`src/hdl/rsb_pkg.sv`:
```
`timescale 1ns / 1ps

package rsb_pkg;

    // Default number of refresh slots.
    localparam int SLOTS_DEF = 8;

    // Configuration port geometry: four 32-bit registers at byte offsets 0, 4, 8 and 12.
    localparam int PADDR_W = 4;
    localparam int PDATA_W = 32;

    // Timing constants.
    localparam logic [23:0] BASE_RETRY_S  = 24'd60;
    localparam logic [23:0] POLL_RESET_S  = 24'd600;
    localparam logic [33:0] MS_PER_S      = 34'd1000;
    localparam logic [31:0] MIN_WAIT_MS   = 32'd100;
    localparam logic [31:0] EMPTY_WAIT_MS = 32'd60000;
    localparam logic [31:0] HALF_RANGE    = 32'h8000_0000;
    localparam logic [1:0]  MAX_STREAK    = 2'd3;

    // Configuration register indexes.
    typedef enum logic [1:0] {
        REG_POLL    = 2'd0,
        REG_ACTIVE  = 2'd1,
        REG_COUNT   = 2'd2,
        REG_ENABLED = 2'd3
    } reg_idx_t;

    // Command codes carried by an input item.
    typedef enum logic [1:0] {
        CMD_PICK = 2'd0,
        CMD_OK   = 2'd1,
        CMD_FAIL = 2'd2,
        CMD_NOP  = 2'd3
    } cmd_t;

    // Sequencer states.
    typedef enum logic [2:0] {
        ST_IDLE,
        ST_SCAN,
        ST_MUL,
        ST_ADD,
        ST_DONE
    } state_t;

    // One result item.
    typedef struct packed {
        logic        have_target;
        logic [2:0]  target_slot;
        logic        target_is_active;
        logic [31:0] wait_ms;
        logic        idle_until_change;
        logic [31:0] next_attempt_ms;
    } res_t;

endpackage

```
`src/hdl/refresh_scheduler_with_backoff_unit.sv`:
```
`timescale 1ns / 1ps

// Refresh scheduler with failure back-off.
// A pick scans the used slots one by one through the shared subtract and compare unit and
// then reports; a store passes through the multiply and add states; a disabled pick, an
// unknown command or a store to an unused slot goes straight to the result.
// One item at a time: the next item is accepted once the result has moved to the output
// register. Synchronous active-low reset resets the slot records, the configuration and the control registers.
module refresh_scheduler_with_backoff_unit #(
    parameter int SLOTS = rsb_pkg::SLOTS_DEF
) (
    input  logic                        aclk,
    input  logic                        aresetn,
    input  logic                        psel,
    input  logic                        penable,
    input  logic                        pwrite,
    input  logic [rsb_pkg::PADDR_W-1:0] paddr,
    input  logic [rsb_pkg::PDATA_W-1:0] pwdata,
    output logic [rsb_pkg::PDATA_W-1:0] prdata,
    output logic                        pready,
    input  logic                        s_valid,
    output logic                        s_ready,
    input  logic [1:0]                  s_command,
    input  logic [2:0]                  s_slot,
    input  logic [31:0]                 s_now_ms,
    input  logic [23:0]                 s_ttl_s,
    output logic                        m_valid,
    input  logic                        m_ready,
    output logic                        m_have_target,
    output logic [2:0]                  m_target_slot,
    output logic                        m_target_is_active,
    output logic [31:0]                 m_wait_ms,
    output logic                        m_idle_until_change,
    output logic [31:0]                 m_next_attempt_ms
);
    import rsb_pkg::*;

    localparam int IDX_W = (SLOTS > 1) ? $clog2(SLOTS) : 1;
    localparam int CNT_W = $clog2(SLOTS + 1);

    // Configuration registers.
    logic [23:0] poll_reg;
    logic [2:0]  active_reg;
    logic [3:0]  count_reg;
    logic        enabled_reg;

    // Slot records.
    logic        valid_reg    [SLOTS];
    logic [31:0] deadline_reg [SLOTS];
    logic [1:0]  streak_reg   [SLOTS];

    // Sequencer and working registers.
    state_t            state_reg, state_next;
    cmd_t              cmd_reg, cmd_next;
    logic [2:0]        slot_reg, slot_next;
    logic [31:0]       now_reg, now_next;
    logic [23:0]       ttl_reg, ttl_next;
    logic [CNT_W-1:0]  cnt_reg, cnt_next;
    logic [IDX_W-1:0]  first_reg, first_next;
    logic              found_reg, found_next;
    logic              act_hit_reg, act_hit_next;
    logic [31:0]       min_reg, min_next;
    logic [31:0]       prod_reg, prod_next;
    res_t              res_reg, res_next;
    res_t              out_reg, out_next;
    logic              m_valid_reg, m_valid_next;

    // Record write port.
    logic              wr_en;
    logic [IDX_W-1:0]  rd_idx;

    // Shared unit signals.
    logic [CNT_W-1:0]  used_n;
    logic [31:0]       alu_a, alu_b, alu_sum;
    logic              alu_cin;
    logic [23:0]       ok_secs, big_secs, mul_a;
    logic [33:0]       mul_full;
    logic              rd_valid;
    logic [31:0]       rd_deadline;
    logic [1:0]        rd_streak;
    logic              due, eligible;
    logic [31:0]       rem;
    logic              cfg_wr;

    // Effective slot count saturates at the number of slots.
    assign used_n = (32'(count_reg) > 32'(SLOTS)) ? CNT_W'(SLOTS) : CNT_W'(count_reg);

    // One record is read per cycle: the scanned slot or the slot being stored.
    always_comb begin
        if (state_reg == ST_SCAN) begin
            rd_idx = (cnt_reg < used_n) ? cnt_reg[IDX_W-1:0] : '0;
        end else begin
            rd_idx = IDX_W'(slot_reg);
        end
    end

    assign rd_valid    = valid_reg[rd_idx];
    assign rd_deadline = deadline_reg[rd_idx];
    assign rd_streak   = streak_reg[rd_idx];

    // Shared adder: deadline minus now while scanning, product plus now when storing.
    always_comb begin
        if (state_reg == ST_ADD) begin
            alu_a   = prod_reg;
            alu_b   = now_reg;
            alu_cin = 1'b0;
        end else begin
            alu_a   = rd_deadline;
            alu_b   = ~now_reg;
            alu_cin = 1'b1;
        end
    end

    assign alu_sum = alu_a + alu_b + 32'(alu_cin);

    // The slot is due when now minus deadline is not negative, or the deadline is zero.
    assign due      = (rd_deadline == 32'd0) || (alu_sum == 32'd0) || (alu_sum > HALF_RANGE);
    assign rem      = due ? 32'd0 : alu_sum;
    assign eligible = !rd_valid || due;

    // Shared multiplier: retry period in seconds times one thousand.
    assign big_secs = (ttl_reg > poll_reg) ? ttl_reg : poll_reg;
    assign ok_secs  = (big_secs < BASE_RETRY_S) ? BASE_RETRY_S : big_secs;
    assign mul_a    = (cmd_reg == CMD_OK) ? ok_secs : (BASE_RETRY_S << rd_streak);
    assign mul_full = 34'(mul_a) * MS_PER_S;

    // Configuration port.
    assign pready = 1'b1;
    assign cfg_wr = psel && penable && pwrite && pready;

    always_comb begin
        unique case (reg_idx_t'(paddr[3:2]))
            REG_POLL:    prdata = 32'(poll_reg);
            REG_ACTIVE:  prdata = 32'(active_reg);
            REG_COUNT:   prdata = 32'(count_reg);
            REG_ENABLED: prdata = 32'(enabled_reg);
            default:     prdata = '0;
        endcase
    end

    always_ff @(posedge aclk) begin
        if (!aresetn) begin
            poll_reg    <= POLL_RESET_S;
            active_reg  <= '0;
            count_reg   <= '0;
            enabled_reg <= 1'b0;
        end else if (cfg_wr) begin
            unique case (reg_idx_t'(paddr[3:2]))
                REG_POLL:    poll_reg    <= pwdata[23:0];
                REG_ACTIVE:  active_reg  <= pwdata[2:0];
                REG_COUNT:   count_reg   <= pwdata[3:0];
                REG_ENABLED: enabled_reg <= pwdata[0];
                default:     poll_reg    <= poll_reg;
            endcase
        end
    end

    // Sequencer: next state and working values.
    always_comb begin
        state_next   = state_reg;
        cmd_next     = cmd_reg;
        slot_next    = slot_reg;
        now_next     = now_reg;
        ttl_next     = ttl_reg;
        cnt_next     = cnt_reg;
        first_next   = first_reg;
        found_next   = found_reg;
        act_hit_next = act_hit_reg;
        min_next     = min_reg;
        prod_next    = prod_reg;
        res_next     = res_reg;
        out_next     = out_reg;
        m_valid_next = m_valid_reg;
        wr_en        = 1'b0;
        s_ready      = (state_reg == ST_IDLE);

        if (m_valid_reg && m_ready) begin
            m_valid_next = 1'b0;
        end

        unique case (state_reg)
            ST_IDLE: begin
                if (s_valid) begin
                    cmd_next     = cmd_t'(s_command);
                    slot_next    = s_slot;
                    now_next     = s_now_ms;
                    ttl_next     = s_ttl_s;
                    res_next     = '0;
                    cnt_next     = '0;
                    found_next   = 1'b0;
                    act_hit_next = 1'b0;
                    first_next   = '0;
                    min_next     = 32'hFFFF_FFFF;
                    state_next   = ST_DONE;
                    case (cmd_t'(s_command))
                        CMD_PICK: begin
                            if (enabled_reg) begin
                                state_next = ST_SCAN;
                            end else begin
                                res_next.idle_until_change = 1'b1;
                            end
                        end
                        CMD_OK, CMD_FAIL: begin
                            if (32'(s_slot) < 32'(used_n)) begin
                                state_next = ST_MUL;
                            end
                        end
                        default: begin
                            state_next = ST_DONE;
                        end
                    endcase
                end
            end
            ST_SCAN: begin
                if (cnt_reg < used_n) begin
                    // Track the active slot, the first other eligible slot and the minimum.
                    if (32'(cnt_reg) == 32'(active_reg)) begin
                        act_hit_next = eligible;
                    end else if (eligible && !found_reg) begin
                        found_next = 1'b1;
                        first_next = cnt_reg[IDX_W-1:0];
                    end
                    if (rem < min_reg) begin
                        min_next = rem;
                    end
                    cnt_next = cnt_reg + 1'b1;
                end else begin
                    if (act_hit_reg) begin
                        res_next.have_target      = 1'b1;
                        res_next.target_slot      = active_reg;
                        res_next.target_is_active = 1'b1;
                    end else if (found_reg) begin
                        res_next.have_target = 1'b1;
                        res_next.target_slot = 3'(first_reg);
                    end else if (used_n == '0) begin
                        res_next.wait_ms = EMPTY_WAIT_MS;
                    end else begin
                        res_next.wait_ms = (min_reg < MIN_WAIT_MS) ? MIN_WAIT_MS : min_reg;
                    end
                    state_next = ST_DONE;
                end
            end
            ST_MUL: begin
                prod_next  = mul_full[31:0];
                state_next = ST_ADD;
            end
            ST_ADD: begin
                wr_en                    = 1'b1;
                res_next.next_attempt_ms = alu_sum;
                state_next               = ST_DONE;
            end
            ST_DONE: begin
                if (!m_valid_reg || m_ready) begin
                    out_next     = res_reg;
                    m_valid_next = 1'b1;
                    state_next   = ST_IDLE;
                end
            end
            default: begin
                state_next = ST_IDLE;
            end
        endcase
    end

    // State register.
    always_ff @(posedge aclk) begin
        if (!aresetn) begin
            state_reg <= ST_IDLE;
        end else begin
            state_reg <= state_next;
        end
    end

    // Control registers.
    always_ff @(posedge aclk) begin
        if (!aresetn) begin
            m_valid_reg <= 1'b0;
            cnt_reg     <= '0;
            found_reg   <= 1'b0;
            act_hit_reg <= 1'b0;
        end else begin
            m_valid_reg <= m_valid_next;
            cnt_reg     <= cnt_next;
            found_reg   <= found_next;
            act_hit_reg <= act_hit_next;
        end
    end

    // Payload registers.
    always_ff @(posedge aclk) begin
        cmd_reg   <= cmd_next;
        slot_reg  <= slot_next;
        now_reg   <= now_next;
        ttl_reg   <= ttl_next;
        first_reg <= first_next;
        min_reg   <= min_next;
        prod_reg  <= prod_next;
        res_reg   <= res_next;
        out_reg   <= out_next;
    end

    // Slot records: every store writes the new deadline; a success marks the slot valid and clears
    // the streak; a failure raises the streak, saturating at its top value.
    always_ff @(posedge aclk) begin
        if (!aresetn) begin
            for (int i = 0; i < SLOTS; i++) begin
                valid_reg[i]    <= 1'b0;
                deadline_reg[i] <= '0;
                streak_reg[i]   <= '0;
            end
        end else if (wr_en) begin
            deadline_reg[rd_idx] <= alu_sum;
            if (cmd_reg == CMD_OK) begin
                valid_reg[rd_idx]  <= 1'b1;
                streak_reg[rd_idx] <= '0;
            end else begin
                streak_reg[rd_idx] <= (rd_streak == MAX_STREAK) ? MAX_STREAK
                                                                : rd_streak + 2'd1;
            end
        end
    end

    // Output ports.
    assign m_valid             = m_valid_reg;
    assign m_have_target       = out_reg.have_target;
    assign m_target_slot       = out_reg.target_slot;
    assign m_target_is_active  = out_reg.target_is_active;
    assign m_wait_ms           = out_reg.wait_ms;
    assign m_idle_until_change = out_reg.idle_until_change;
    assign m_next_attempt_ms   = out_reg.next_attempt_ms;

    // A found target never comes with a wait time or a store deadline.
    a_target_clean: assert property (@(posedge aclk) disable iff (!aresetn)
        m_valid && m_have_target |-> m_wait_ms == 32'd0 && m_next_attempt_ms == 32'd0)
        else $error("target result carries wait or deadline");

    // An active-slot target names the configured active slot.
    a_active_slot: assert property (@(posedge aclk) disable iff (!aresetn)
        m_valid && m_have_target && m_target_is_active |-> m_target_slot == active_reg)
        else $error("active target does not match active slot");

    // One item at a time: no acceptance directly after an acceptance.
    a_one_item: assert property (@(posedge aclk) disable iff (!aresetn)
        s_valid && s_ready |=> !s_ready)
        else $error("item accepted while busy");

    // The scan never runs past the used slots.
    a_scan_bound: assert property (@(posedge aclk) disable iff (!aresetn)
        state_reg == ST_SCAN |-> cnt_reg <= used_n)
        else $error("scan counter beyond used slots");

endmodule

```
`config.mk`:
```
export PLATFORM = sky130hd
export DESIGN_NAME = refresh_scheduler_with_backoff_unit
export DESIGN_NICKNAME = d
export VERILOG_FILES = /design/src/hdl/rsb_pkg.sv /design/src/hdl/refresh_scheduler_with_backoff_unit.sv
export SDC_FILE = /design/constraint.sdc
export NUM_CORES = 1
export LEC_CHECK = 0
export ABC_AREA = 1
export BUFFER_PORTS_ARGS = -buffer_cell sky130_fd_sc_hd__buf_4
export CORE_ASPECT_RATIO = 1.4
export CORE_MARGIN = 3
export CORE_UTILIZATION = 30
export CTS_CLUSTER_SIZE = 12
export DETAILED_ROUTE_END_ITERATION = 10
export HOLD_SLACK_MARGIN = 0.08
export PLACE_DENSITY = 0.41
export SLEW_MARGIN = 10
export SYNTH_ARGS = -nofsm -noshare
export SYNTH_HDL_FRONTEND = slang
export SYNTH_SLANG_ARGS = --single-unit
```
`constraint.sdc`:
```
create_clock -name aclk -period 22.2 [get_ports aclk]
set_clock_uncertainty 0.05 [all_clocks]
set_input_delay 1.11 -clock aclk [delete_from_list [all_inputs] [get_ports aclk]]
set_output_delay 1.11 -clock aclk [all_outputs]
set_load 0.02 [all_outputs]
```
# Word-level counts from Yosys, hierarchy flattened
# Memories as Yosys holds them, arrays and structs flattened.
# Cells that the tools add are included.
dict set report classes {
  mux 78
  eq_ne 24
  addsub 4
  shift 1
  multipliers 1
  bitwise 2
  magnitude_cmp 8
  n_reduce_logical 38
}
# operator count
set ops {}
lappend ops {{$mux W32} 11}
lappend ops {{$pmux W32 S2} 2}
lappend ops {{$pmux W32 S4} 1}
lappend ops {{$pmux W37 S2} 1}
lappend ops {{$mux W24} 3}
lappend ops {{$mux W70} 1}
lappend ops {{$logic_not A32 Y1} 2}
lappend ops {{$mux W3} 14}
lappend ops {{$mux W37} 1}
lappend ops {{$add A32 B1 Y32} 1}
lappend ops {{$add A32 B32 Y32} 1}
lappend ops {{$gt A32 B32 Y1 const B} 1}
lappend ops {{$lt A32 B32 Y1} 1}
lappend ops {{$lt A32 B7 Y1 const B} 1}
lappend ops {{$not A32 Y32} 1}
lappend ops {{$reduce_or A32 Y1} 1}
lappend ops {{$mux W1} 30}
lappend ops {{$mul A24 B7 Y29 const B} 1}
lappend ops {{$gt A24 B24 Y1} 1}
lappend ops {{$lt A24 B6 Y1 const B} 1}
lappend ops {{$shl A6 B2 Y24 const A} 1}
lappend ops {{$mux W4} 5}
lappend ops {{$reduce_and A4 Y1} 4}
lappend ops {{$pmux W3 S5} 1}
lappend ops {{31 further kinds} 69}
dict set report totals {
  ff_bits 307
  wordCells 187
  memories 3
  ramBits 280
  out_inout_bits 105
  inputBits 104
}
# name depth width rd rd_ports_with_merged_regs write_ports line_no
set memory_table {}
lappend memory_table {deadline_reg 8 32 1 0 8 refresh_scheduler_with_backoff_unit.sv:49} ;# logic [31:0] deadline_reg [SLOTS];
lappend memory_table {streak_reg 8 2 1 0 8 refresh_scheduler_with_backoff_unit.sv:50} ;# logic [1:0] streak_reg [SLOTS];
lappend memory_table {valid_reg 8 1 1 0 8 refresh_scheduler_with_backoff_unit.sv:48} ;# logic valid_reg [SLOTS];

# Logic depth before layout (Yosys ltp)
# Gate-level depths: netlist (run 1).
# An unclocked memory read counts as a cell.
dict set report depth {
  ltp_word 18
  mapped_depth 58
  mapped_depth_nobuf 57
}

# Worst setup path before layout (run 1)
# Ideal clock, no wire load.
dict set report synth_timing {
  path_type {register -> register}
  start {reg count_reg[3]}
  end {reg prod_reg[30], data pin}
  setup_time_ns 0.257
  slack_ns 14.162
  synth_period_minus_slack_ns 8.038
  n_path_buf 1
  arrival_ns 7.731
  required_ns 21.893
  stages_incl_launch_ff 49
  cell_sequence {dfxtp_1 -> inv_1 -> ha_1 -> a21oi_1 -> nand2_2 -> o22ai_4 -> nand3_2 -> inv_2 -> buf_1 -> a22o_1 -> a221oi_1 -> nand2_1 -> inv_1 -> nor2_1 -> inv_1 -> nand2_1 -> clkinv_1 -> o21ai_0 -> [13 not listed] -> o21ai_0 -> nand3_1 -> nand2_1 -> nand3_1 -> nand2_1 -> nand3_1 -> nand2_1 -> nand3_1 -> nand2_1 -> a21o_1 -> a21oi_1 -> o21bai_1 -> a21o_1 -> nand2_1 -> inv_1 -> o21ai_0 -> nand2_1 -> xor2_1}
}
dict set report synth_between {
  elab_chain_len 9
}
# element line_no
set synth_lines {}
lappend synth_lines {{start: declaration} refresh_scheduler_with_backoff_unit.sv:44} ;# logic [3:0] count_reg;
lappend synth_lines {{start signal: assignment} refresh_scheduler_with_backoff_unit.sv:151} ;# REG_COUNT: count_reg <= pwdata[3:0];
lappend synth_lines {{$gt A4 B4 Y1} refresh_scheduler_with_backoff_unit.sv:86} ;# assign used_n = (32'(count_reg) > 32'(SLOTS)) ? CNT_W'(SLOTS) : CNT_W'(count_reg);
lappend synth_lines {{$mux W4 *} refresh_scheduler_with_backoff_unit.sv:86}
lappend synth_lines {{$lt A4 B4 Y1 *} refresh_scheduler_with_backoff_unit.sv:91} ;# rd_idx = (cnt_reg < used_n) ? cnt_reg[IDX_W-1:0] : '0;
lappend synth_lines {{$mux W3 *} refresh_scheduler_with_backoff_unit.sv:91}
lappend synth_lines {{$mux W3 *} refresh_scheduler_with_backoff_unit.sv:90} ;# if (state_reg == ST_SCAN) begin
lappend synth_lines {{$mem_v2 Z8 W2 *} -}
lappend synth_lines {{$shl A6 B2 Y24 *} refresh_scheduler_with_backoff_unit.sv:124} ;# assign mul_a = (cmd_reg == CMD_OK) ? ok_secs : (BASE_RETRY_S << rd_streak);
lappend synth_lines {{$mux W24 *} refresh_scheduler_with_backoff_unit.sv:124}
lappend synth_lines {{$mul A24 B7 Y29 *} refresh_scheduler_with_backoff_unit.sv:125} ;# assign mul_full = 34'(mul_a) * MS_PER_S;
lappend synth_lines {{via mul_full[30]} refresh_scheduler_with_backoff_unit.sv:77} ;# logic [33:0] mul_full;
lappend synth_lines {{end signal: assignment} refresh_scheduler_with_backoff_unit.sv:297} ;# prod_reg <= prod_next;
lappend synth_lines {{end: declaration} refresh_scheduler_with_backoff_unit.sv:63} ;# logic [31:0] prod_reg, prod_next;
# The timed path passes the listed nets; every way through them passes the cells marked *.
# A chain may end at the register's enable or synchronous reset.

# Worst setup path after layout (run 1)
dict set report layout_timing {
  start {reg state_reg[0]}
  end {reg min_reg[14] (enable)}
}
dict set report layout_between {
  elab_chain_len 13
  word_cells_on_any_way 22
  classes_between {add/sub: 2; order compare: 2; eq/ne: 5; mux: 5; reduce/logical: 7; memory: 1}
}
# element line_no
set layout_lines {}
lappend layout_lines {{start: declaration} refresh_scheduler_with_backoff_unit.sv:53} ;# state_t state_reg, state_next;
lappend layout_lines {{start signal: assignment} refresh_scheduler_with_backoff_unit.sv:270} ;# state_reg <= state_next;
lappend layout_lines {{branches (longest 9 deep; another with $mem_v2 Z8 W32)} -}
lappend layout_lines {{$mux W32 *} refresh_scheduler_with_backoff_unit.sv:118} ;# assign rem = due ? 32'd0 : alu_sum;
lappend layout_lines {{via rem[19]} refresh_scheduler_with_backoff_unit.sv:82} ;# logic [31:0] rem;
lappend layout_lines {{$lt A32 B32 Y1 *} refresh_scheduler_with_backoff_unit.sv:223} ;# if (rem < min_reg) begin
lappend layout_lines {{$ne A2 B1 Y1 (no source line) *} -}
lappend layout_lines {{$reduce_and A4 Y1 (no source line) *} -}
lappend layout_lines {{end signal: assignment} refresh_scheduler_with_backoff_unit.sv:296} ;# min_reg <= min_next;
lappend layout_lines {{end: declaration} refresh_scheduler_with_backoff_unit.sv:62} ;# logic [31:0] min_reg, min_next;
# Mark *: on every way through the listed nets, which the timed path passes.

==> impl_metrics.csv, run 1 <==
group,metric,value,unit
final_layout,antenna_cells,0,
final_layout,final_area,35420,um^2
critical_path,end_kind,"register",
floorplanning,io_pins,209,
logic_synthesis,yosys_most_used_dff,"edfxtp_1",
final_layout,seqCellArea,17130,um^2
power,powerDensity,107.8,nW/um^2
global_route,antenna_found_initial,2,
power,netSwitchingPower,1381,uW
final_layout,largest_reg_flops,256,
final_layout,multi_input_area,11560,um^2
flow_run,max_cap_violations,0,
clocking,cts_made_buffers,67,
timing,period_minus_slack,10.57,ns
clocking,insertion_delay,0.64,ns
logic_synthesis,syn_area,30330,um^2
place,dpl_cell_area,33260,um^2
logic_synthesis,synthCells,2892,
logic_synthesis,async_flop_share,0,
global_route,grt_max_degree,64,
critical_path,slowest_stage,"inv_2",
route,routed_wl,93.09,mm
hold_path,hold_class,"register to register",
final_layout,fin_nets,3414,
logic_synthesis,ys_types,56,
clocking,cts_hold_buffers,0,
clocking,cts.sinks,587,
floorplanning,start_util,0.3035,
timing,slew_headroom,0.2411,
power,p_sw_frac,0.3619,
power,vdd_drop_max,0.06702,mV
timing,fmax,0.09460,GHz
global_route,grt_pass1_vias,22310,
critical_path,critPathMaxFanout,60,
power,power_leakage,0.01478,uW
critical_path,reg2regPathDepth,48,
logic_synthesis,synth_seq_area_share,0.5647,
critical_path,worst-r2r-setup-slack,11.63,ns
hold_path,holdPathStages,0,
final_layout,areaGrowthSynthToFinish,16.78,%
route,vias,21280,
critical_path,critPathKind,"register to register",
power,p_int,2436,uW
clocking,htreeDepth,3,
power,pwr-share-comb,0.351,
logic_synthesis,synth_seq_cells,587,
clocking,cts_setup_buffers,0,
critical_path,critPathLaunchType,"register",
place,hpwl,66.32,mm
critical_path,crit_required,22.43,ns
final_layout,layout_common_cells,"nor2_1 (543), edfxtp_1 (537), nand2_1 (374)",
logic_synthesis,synth_top_area_cell,"edfxtp_1",
power,seqPwrFrac,0.359,
route,drc,0,
global_route,grt_first_pass_wirelength,138.3,mm
floorplanning,die_h,382.2,um
logic_synthesis,avgSynthCellArea,10.49,um^2
floorplanning,die_x,274.7,um
route,first_pass_iters,5,
clocking,cts_root_buf,"clkbuf_16",
outcome,outcome,"finished, final reports clean",
floorplanning,core_area,99930,um^2
timing,finalHoldViolCount,0,
logic_synthesis,synth.area.top_cells,"edfxtp_1 (53%), nor2_1 (6.8%), ha_1 (6.4%), fa_1 (5.8%), nand2_1 (4.8%)",
route,drtIter0Drc,1260,
route,drtAntennaViolNets,0,
clocking,cts.clk_slew.worst_paths,0.06,ns
timing,fin_hold_ws,0.3639,ns
clocking,tritoncts,"done",
clocking,clockBufferDepth,3,
logic_synthesis,synth-edff-count,537,
final_layout,fillers,10100,
place,port_buffers,189,
global_route,grt-ovfl-total,0,
floorplanning,die_area,105000,um^2
logic_synthesis,yosysWarnings,0,
route,vias_per_cell,4.798,
final_layout,mostFrequentLayoutCell,"nor2_1",
critical_path,crit_path_frequent_cell,"nand2_1",
power,pwr-share-clk,0.290,
timing,drv_slew,0,
logic_synthesis,synth.top_cell.area_share,0.5317,
place,gp_congestion,0.8483,
timing,grt_setup_unrepaired,"no",
route,wl_per_cell,20.99,um
timing,fin_crit_sh,0.4761,
timing,worst_pin_slew,1.134,ns
critical_path,critPathMaxStageDelay,0.76,ns
clocking,cts_resized,0,
timing,setup_tns,0,ns
final_layout,drive_above_1_share,0.1239,
critical_path,worstPathArrival,10.80,ns
floorplanning,rows,137,
global_route,grt_usage,0.1784,
timing,setup_viol,0,
==> power groups by stage <==
stage / Sequential [uW] / Clock [uW] / Combinational (uW)
finish: 1370 / 1110 / 1340
global route: 1380 / 1180 / 1530
CTS: 1370 / 1140 / 1370
detailed placement: 1390 / 0 / 1360
global placement: 1390 / 0 / 1350
floorplan: 1410 / 0 / 922
==> logic make-up after synthesis <==
family | synth area share
AO/OA/AOI/OAI | 0.08684
XOR/XNOR | 0.02141
adder cells (fa/ha/maj) | 0.1220
buffers and inverters | 0.05743
flip-flops | 0.5647
other | 0.0002476
AND/OR/NAND/NOR | 0.1473
==> through the flow <==
stage | setup WS (ns) | total power, uW | util | std cells
4_1_cts | 11.38 | 3885 | 0.3544 | 4435
2_1_floorplan | 14.16 | 2330 | - | 2899
6_report | 11.63 | 3817 | 0.3544 | 4435
5_1_grt | 10.48 | 4091 | 0.3544 | 4435
3_3_place_gp | 11.53 | 2745 | 0.3328 | 4318
3_5_place_dp | 11.40 | 2759 | 0.3328 | 4318
==> layout make-up <==
cell class,count,share of cell area
Multi-Input combinational cell,1861,0.3265
Timing Repair Buffer,228,0.04833
Inverter,322,0.03413
Clock buffer,88,0.05221
Tap cell,1320,0.04663
Sequential cell,587,0.4836
Clock inverter,29,0.008690
==> synth_stat cells (9+ instances only) <==
cell,count
a21o_1,9
a21oi_1,137
a221oi_1,24
a22o_1,11
a31oi_1,13
buf_2,9
buf_4,10
clkbuf_1,104
dfxtp_1,50
edfxtp_1,537
fa_1,88
ha_1,155
inv_1,303
inv_2,15
nand2_1,387
nand2_2,9
nand3_1,64
nand3b_1,9
nand4_1,34
nor2_1,546
nor3_1,22
o211ai_1,11
o21ai_0,130
o22ai_1,57
xnor2_1,10
xor2_1,61
==> routing by layer <==
metal | track usage | vias up | share of wire
met2 | 0.3311 | 552 | 0.53
met1 | 0.2019 | 10400 | 0.38
met4 | 0.07574 | 0 | 0.039
li1 | - | 10170 | -
met3 | 0.02545 | 152 | 0.048
met5 | 0 | - | 0
==> worst max-delay path: cells and delay by family, from the launching register on <==
family | cells | cell delay [ns]
DFF | 1 | 0.32
AOI/OAI and AO/OA | 10 | 2.51
and+or+nand+nor | 28 | 4.22
buffers and inverters | 8 | 2.15
adders and majority gates | 2 | 0.83
==> worst paths after layout <==
| kind | end | from |
|---|---|---|
| max reg2reg | min_reg[14] | state_reg[0] |
| min | m_next_attempt_ms[16] | res_reg[16] |
| max | min_reg[14] | state_reg[0] |
| min reg2reg | m_next_attempt_ms[16] | res_reg[16] |
(Power assumes the default switching activity.)
==> inputs of run 2 (changes only) <==
Clock period 22.2 ns to 10.3 ns, I/O delays scaled along.
==> impl_metrics.csv, run 2 (synthesized netlist as in run 1, its figures left out) <==
group,metric,value,unit
outcome,outcome,"finished, final reports clean",
timing,worst_pin_slew,1.173,ns
clocking,cts.clk_slew.worst_paths,0.06,ns
final_layout,layout_common_cells,"nor2_1 (543), edfxtp_1 (537), nand2_1 (374)",
critical_path,crit_required,10.64,ns
global_route,grt_first_pass_wirelength,139.0,mm
floorplanning,rows,137,
route,drtAntennaViolNets,0,
final_layout,fin_nets,3506,
clocking,clockBufferDepth,3,
final_layout,largest_reg_flops,256,
route,vias,21670,
floorplanning,core_area,99930,um^2
final_layout,stdcell_count,4527,
route,vias_per_cell,4.786,
critical_path,critPathLaunchType,"register",
power,power_leakage,0.01514,uW
route,first_pass_iters,5,
critical_path,worstPathArrival,9.64,ns
clocking,cts_root_buf,"clkbuf_16",
timing,finalHoldViolCount,0,
timing,drv_slew,0,
floorplanning,die_x,274.7,um
clocking,insertion_delay,0.65,ns
timing,fmax,0.1075,GHz
timing,slew_headroom,0.2151,
final_layout,mostFrequentLayoutCell,"nor2_1",
route,drtIter0Drc,1310,
timing,setup_tns,0,ns
clocking,cts_made_buffers,67,
final_layout,antenna_cells,0,
final_layout,areaGrowthSynthToFinish,19.53,%
timing,fin_crit_sh,0.9032,
floorplanning,die_h,382.2,um
flow_run,max_cap_violations,0,
place,dpl_worst_slack,0.9009,ns
critical_path,crit_path_frequent_cell,"inv_1",
timing,setup_viol,0,
critical_path,critPathMaxStageDelay,0.77,ns
critical_path,critPathKind,"register to register",
critical_path,slowest_stage,"o21ai_2",
clocking,htreeDepth,3,
final_layout,drive_above_1_share,0.1229,
clocking,cts_setup_buffers,0,
place,gp_congestion,0.8868,
critical_path,critPathMaxFanout,28,
timing,setup_slack,0.9974,ns
clocking,cts.sinks,587,
floorplanning,start_util,0.3035,
clocking,tritoncts,"done",
route,routed_wl,93.00,mm
floorplanning,die_area,105000,um^2
power,vdd_drop_max,0.1441,mV
timing,grt_setup_unrepaired,"no",
clocking,cts_hold_buffers,78,
power,powerDensity,226.2,nW/um^2
floorplanning,io_pins,209,
timing,period_minus_slack,9.303,ns
place,dp.cells,4332,
global_route,antenna_found_initial,0,
critical_path,end_kind,"register",
place,port_buffers,189,
route,drc,0,
global_route,grt_max_degree,63,
hold_path,hold_class,"primary input to register",
global_route,grt_pass1_vias,22740,
global_route,grt-ovfl-total,0,
final_layout,final_core_util,0.3628,
timing,fin_hold_ws,0.1343,ns
place,hpwl,66.30,mm
global_route,grt_usage,0.1781,
route,wl_per_cell,20.54,um
clocking,cts_resized,0,
[run 2: cell types whose count changed in the layout (fill, tap and decap cells not counted), moves of 2 or more]
cell / before / now
buf_12: 0 / 2
buf_4: 228 / 240
bufinv_16: 5 / 3
clkbuf_16: 70 / 68
clkbuf_8: 3 / 1
clkinv_1: 11 / 15
clkinvlp_4: 1 / 3
dlygate4sd3_1: 0 / 78
[run 2: final cells by class]
cell class                 instances  area, um^2
fill                            9959       63680
sequential                       587       17130
multi-input combinational       1861       11560
timing repair buffer             320        2623
clock buffer                      85        1775
tap                             1320        1652
inverter                         322        1209
clock inverter                    32       310.3
[run 2: routing by layer]
layer  vias up  track usage  wire (um)  part of all wire
li1      10360            -          -                 -
met1     10550       0.1983      35780              0.38
met2       604       0.3353      49330              0.53
met3       150      0.02571       4300             0.046
met4         0      0.07309       3589             0.039
met5         -            0          0                 0
[run 2: final timing paths]
kind	from	cells after the start	slack [ns]	end
worst min-delay path	pwdata[2]	3	0.13	poll_reg[2]
worst max register to register	poll_reg[23]	48	1.0	prod_reg[30]
worst max-delay path	poll_reg[23]	48	1.0	prod_reg[30]
worst min register to register	res_reg[5]	0	0.37	m_next_attempt_ms[5]
[run 2: metrics by stage]
stage | total power [uW] | instance area (um^2)
4_1_cts | 8340 | 36250
6_report | 8199 | 36250
2_1_floorplan | 5022 | 30350
3_3_place_gp | 5938 | 33390
3_5_place_dp | 5958 | 33390
5_1_grt | 8787 | 36250
[run 2: critical path, delay by kind of cell, from the launching register on]
kind / cells / cell delay (ns)
fa+ha+maj: 6 / 2.69
flops: 1 / 0.31
xor+xnor: 1 / 0.15
compound gates: 13 / 2.74
buf+inv: 9 / 1.07
simple gates: 19 / 2.01
[run 2: where the power goes]
part	internal, uW	switching (uW)	total [uW]	leakage [uW]
sequential	2900	50.5	2950	0.00567
clock	1310	1000	2310	0.00101
combinational	1000	1930	2930	0.00846
==> inputs of run 3 (changes only) <==
==> constraint.sdc (replaced) <==
create_clock -name aclk -period 10.3 [get_ports aclk]
set_clock_uncertainty 0.05 [all_clocks]
set_input_delay 1.545 -clock aclk [delete_from_list [all_inputs] [get_ports aclk]]
set_output_delay 1.545 -clock aclk [all_outputs]
set_load 0.02 [all_outputs]
==> impl_metrics.csv, run 3 (synthesized netlist as in run 1, its figures left out) <==
group,metric,value,unit
outcome,outcome,"finished, final reports clean",
clocking,insertion_delay,0.62,ns
clocking,cts.sinks,587,
route,first_pass_iters,5,
global_route,grt_usage,0.1791,
place,port_buffers,189,
route,vias_per_cell,4.796,
clocking,tritoncts,"done",
floorplanning,rows,137,
critical_path,crit_buf_inv,13,
critical_path,reg2reg_from,"state_reg[0]",
flow_run,max_cap_violations,0,
place,gp_congestion,0.8991,
timing,fin_crit_sh,0.9090,
floorplanning,io_pins,209,
final_layout,layout_common_cells,"nor2_1 (543), edfxtp_1 (537), nand2_1 (375)",
floorplanning,core_area,99930,um^2
critical_path,critPathMaxStageDelay,0.56,ns
timing,grt_setup_unrepaired,"no",
route,wl_per_cell,21.08,um
power,powerDensity,230.5,nW/um^2
final_layout,largest_reg_flops,256,
critical_path,reg2regPathDepth,50,
clocking,cts_made_buffers,68,
final_layout,antenna_cells,0,
final_layout,areaGrowthSynthToFinish,17.10,%
place,dpl_cell_area,33420,um^2
hold_path,holdPathStages,0,
clocking,cts_hold_buffers,0,
critical_path,worstPathArrival,9.68,ns
global_route,grt_max_degree,64,
critical_path,critPathKind,"register to register",
timing,setup_tns,0,ns
critical_path,crit_required,10.61,ns
clocking,cts_setup_buffers,0,
hold_path,min_to,"m_next_attempt_ms[1]",
global_route,antenna_found_initial,0,
critical_path,worst-r2r-setup-slack,0.94,ns
final_layout,mostFrequentLayoutCell,"nor2_1",
clocking,cts_resized,0,
global_route,grt_pass1_vias,22630,
timing,finalHoldViolCount,0,
floorplanning,die_area,105000,um^2
hold_path,hold_start,"res_reg[1]",
power,power_leakage,0.01485,uW
critical_path,worstReg2RegEnd,"prod_reg[30]",
critical_path,end_kind,"register",
route,routed_wl,93.93,mm
clocking,htreeDepth,3,
final_layout,fillers,10030,
floorplanning,die_x,274.7,um
global_route,grt_first_pass_wirelength,140.3,mm
power,power,8187,uW
timing,fmax,0.1068,GHz
critical_path,critPathMaxFanout,19,
critical_path,critPathLaunchType,"register",
floorplanning,start_util,0.3035,
route,drc,0,
route,drtAntennaViolNets,0,
final_layout,fin_nets,3434,
place,hpwl,67.05,mm
floorplanning,die_h,382.2,um
timing,slew_headroom,0.2120,
power,vdd_drop_max,0.1614,mV
final_layout,drive_above_1_share,0.1269,
clocking,clockBufferDepth,3,
final_layout,final_area,35520,um^2
timing,drv_slew,0,
timing,period_minus_slack,9.363,ns
clocking,cts.clk_slew.worst_paths,0.06,ns
hold_path,hold_class,"register to register",
timing,worst_pin_slew,1.178,ns
timing,setup_viol,0,
route,drtIter0Drc,1227,
global_route,grt-ovfl-total,0,
clocking,cts_root_buf,"clkbuf_16",
critical_path,cp_top_family,"compound AO/OA/AOI/OAI gates",
route,vias,21380,
critical_path,slowest_stage,"inv_2",
-- run 3: cell count changes in the layout (fill, tap and decap cells not counted), sizes merged --
cell,delta
bufinv,-1
clkbuf,+4
dlygate4sd3,-78
inv,+3
clkinvlp,-3
buf,+5
-- run 3: cell type report --
type / instances / area, um^2 / share of cell area
flip-flops and latches: 587 / 17130 / 0.4822
multi-input cells: 1861 / 11550 / 0.3253
repair buffers: 247 / 1879 / 0.05292
clock buffers: 89 / 1874 / 0.05277
well taps: 1320 / 1652 / 0.04650
inverters: 322 / 1209 / 0.03403
clock inverters: 31 / 220.2 / 0.006200
-- run 3: how the worst max path moves through the flow --
| stage | startpoint | to | cells past startpoint |
|---|---|---|---|
| floorplan | count_reg[3] | prod_reg[30] | 48 |
| global placement | state_reg[0] | prod_reg[30] | 50 |
| detailed placement | state_reg[0] | prod_reg[30] | 50 |
| CTS | state_reg[0] | prod_reg[30] | 50 |
| global route | state_reg[0] | prod_reg[30] | 52 |
| finish | state_reg[0] | prod_reg[30] | 50 |
-- run 3: per-layer routing --
layer	share of wire	GRT usage	up-vias
met5	0	0	-
met4	0.042	0.07319	0
met3	0.041	0.02539	178
met2	0.52	0.3326	543
met1	0.39	0.2040	10440
li1	-	-	10220
-- run 3: stage by stage --
| step | util | setup slack [ns] | hold WS (ns) | instances |
|---|---|---|---|---|
| after floorplan | - | 2.262 | 0.3503 | 2899 |
| after global placement | 0.3344 | 0.8047 | 0.3575 | 4337 |
| after detailed placement | 0.3344 | 0.8173 | 0.3545 | 4337 |
| after CTS | 0.3554 | 0.7781 | 0.3674 | 4457 |
| after global routing | 0.3554 | 0.02668 | 0.3715 | 4457 |
| final | 0.3554 | 0.9369 | 0.3657 | 4457 |
-- run 3: power by group --
group	total (uW)	leakage [uW]	internal (uW)	switching, uW
clock network	2320	0.00103	1330	991
logic	2910	0.00815	980	1930
registers	2950	0.00567	2900	49.5
total	8190	0.0149	5220	2970
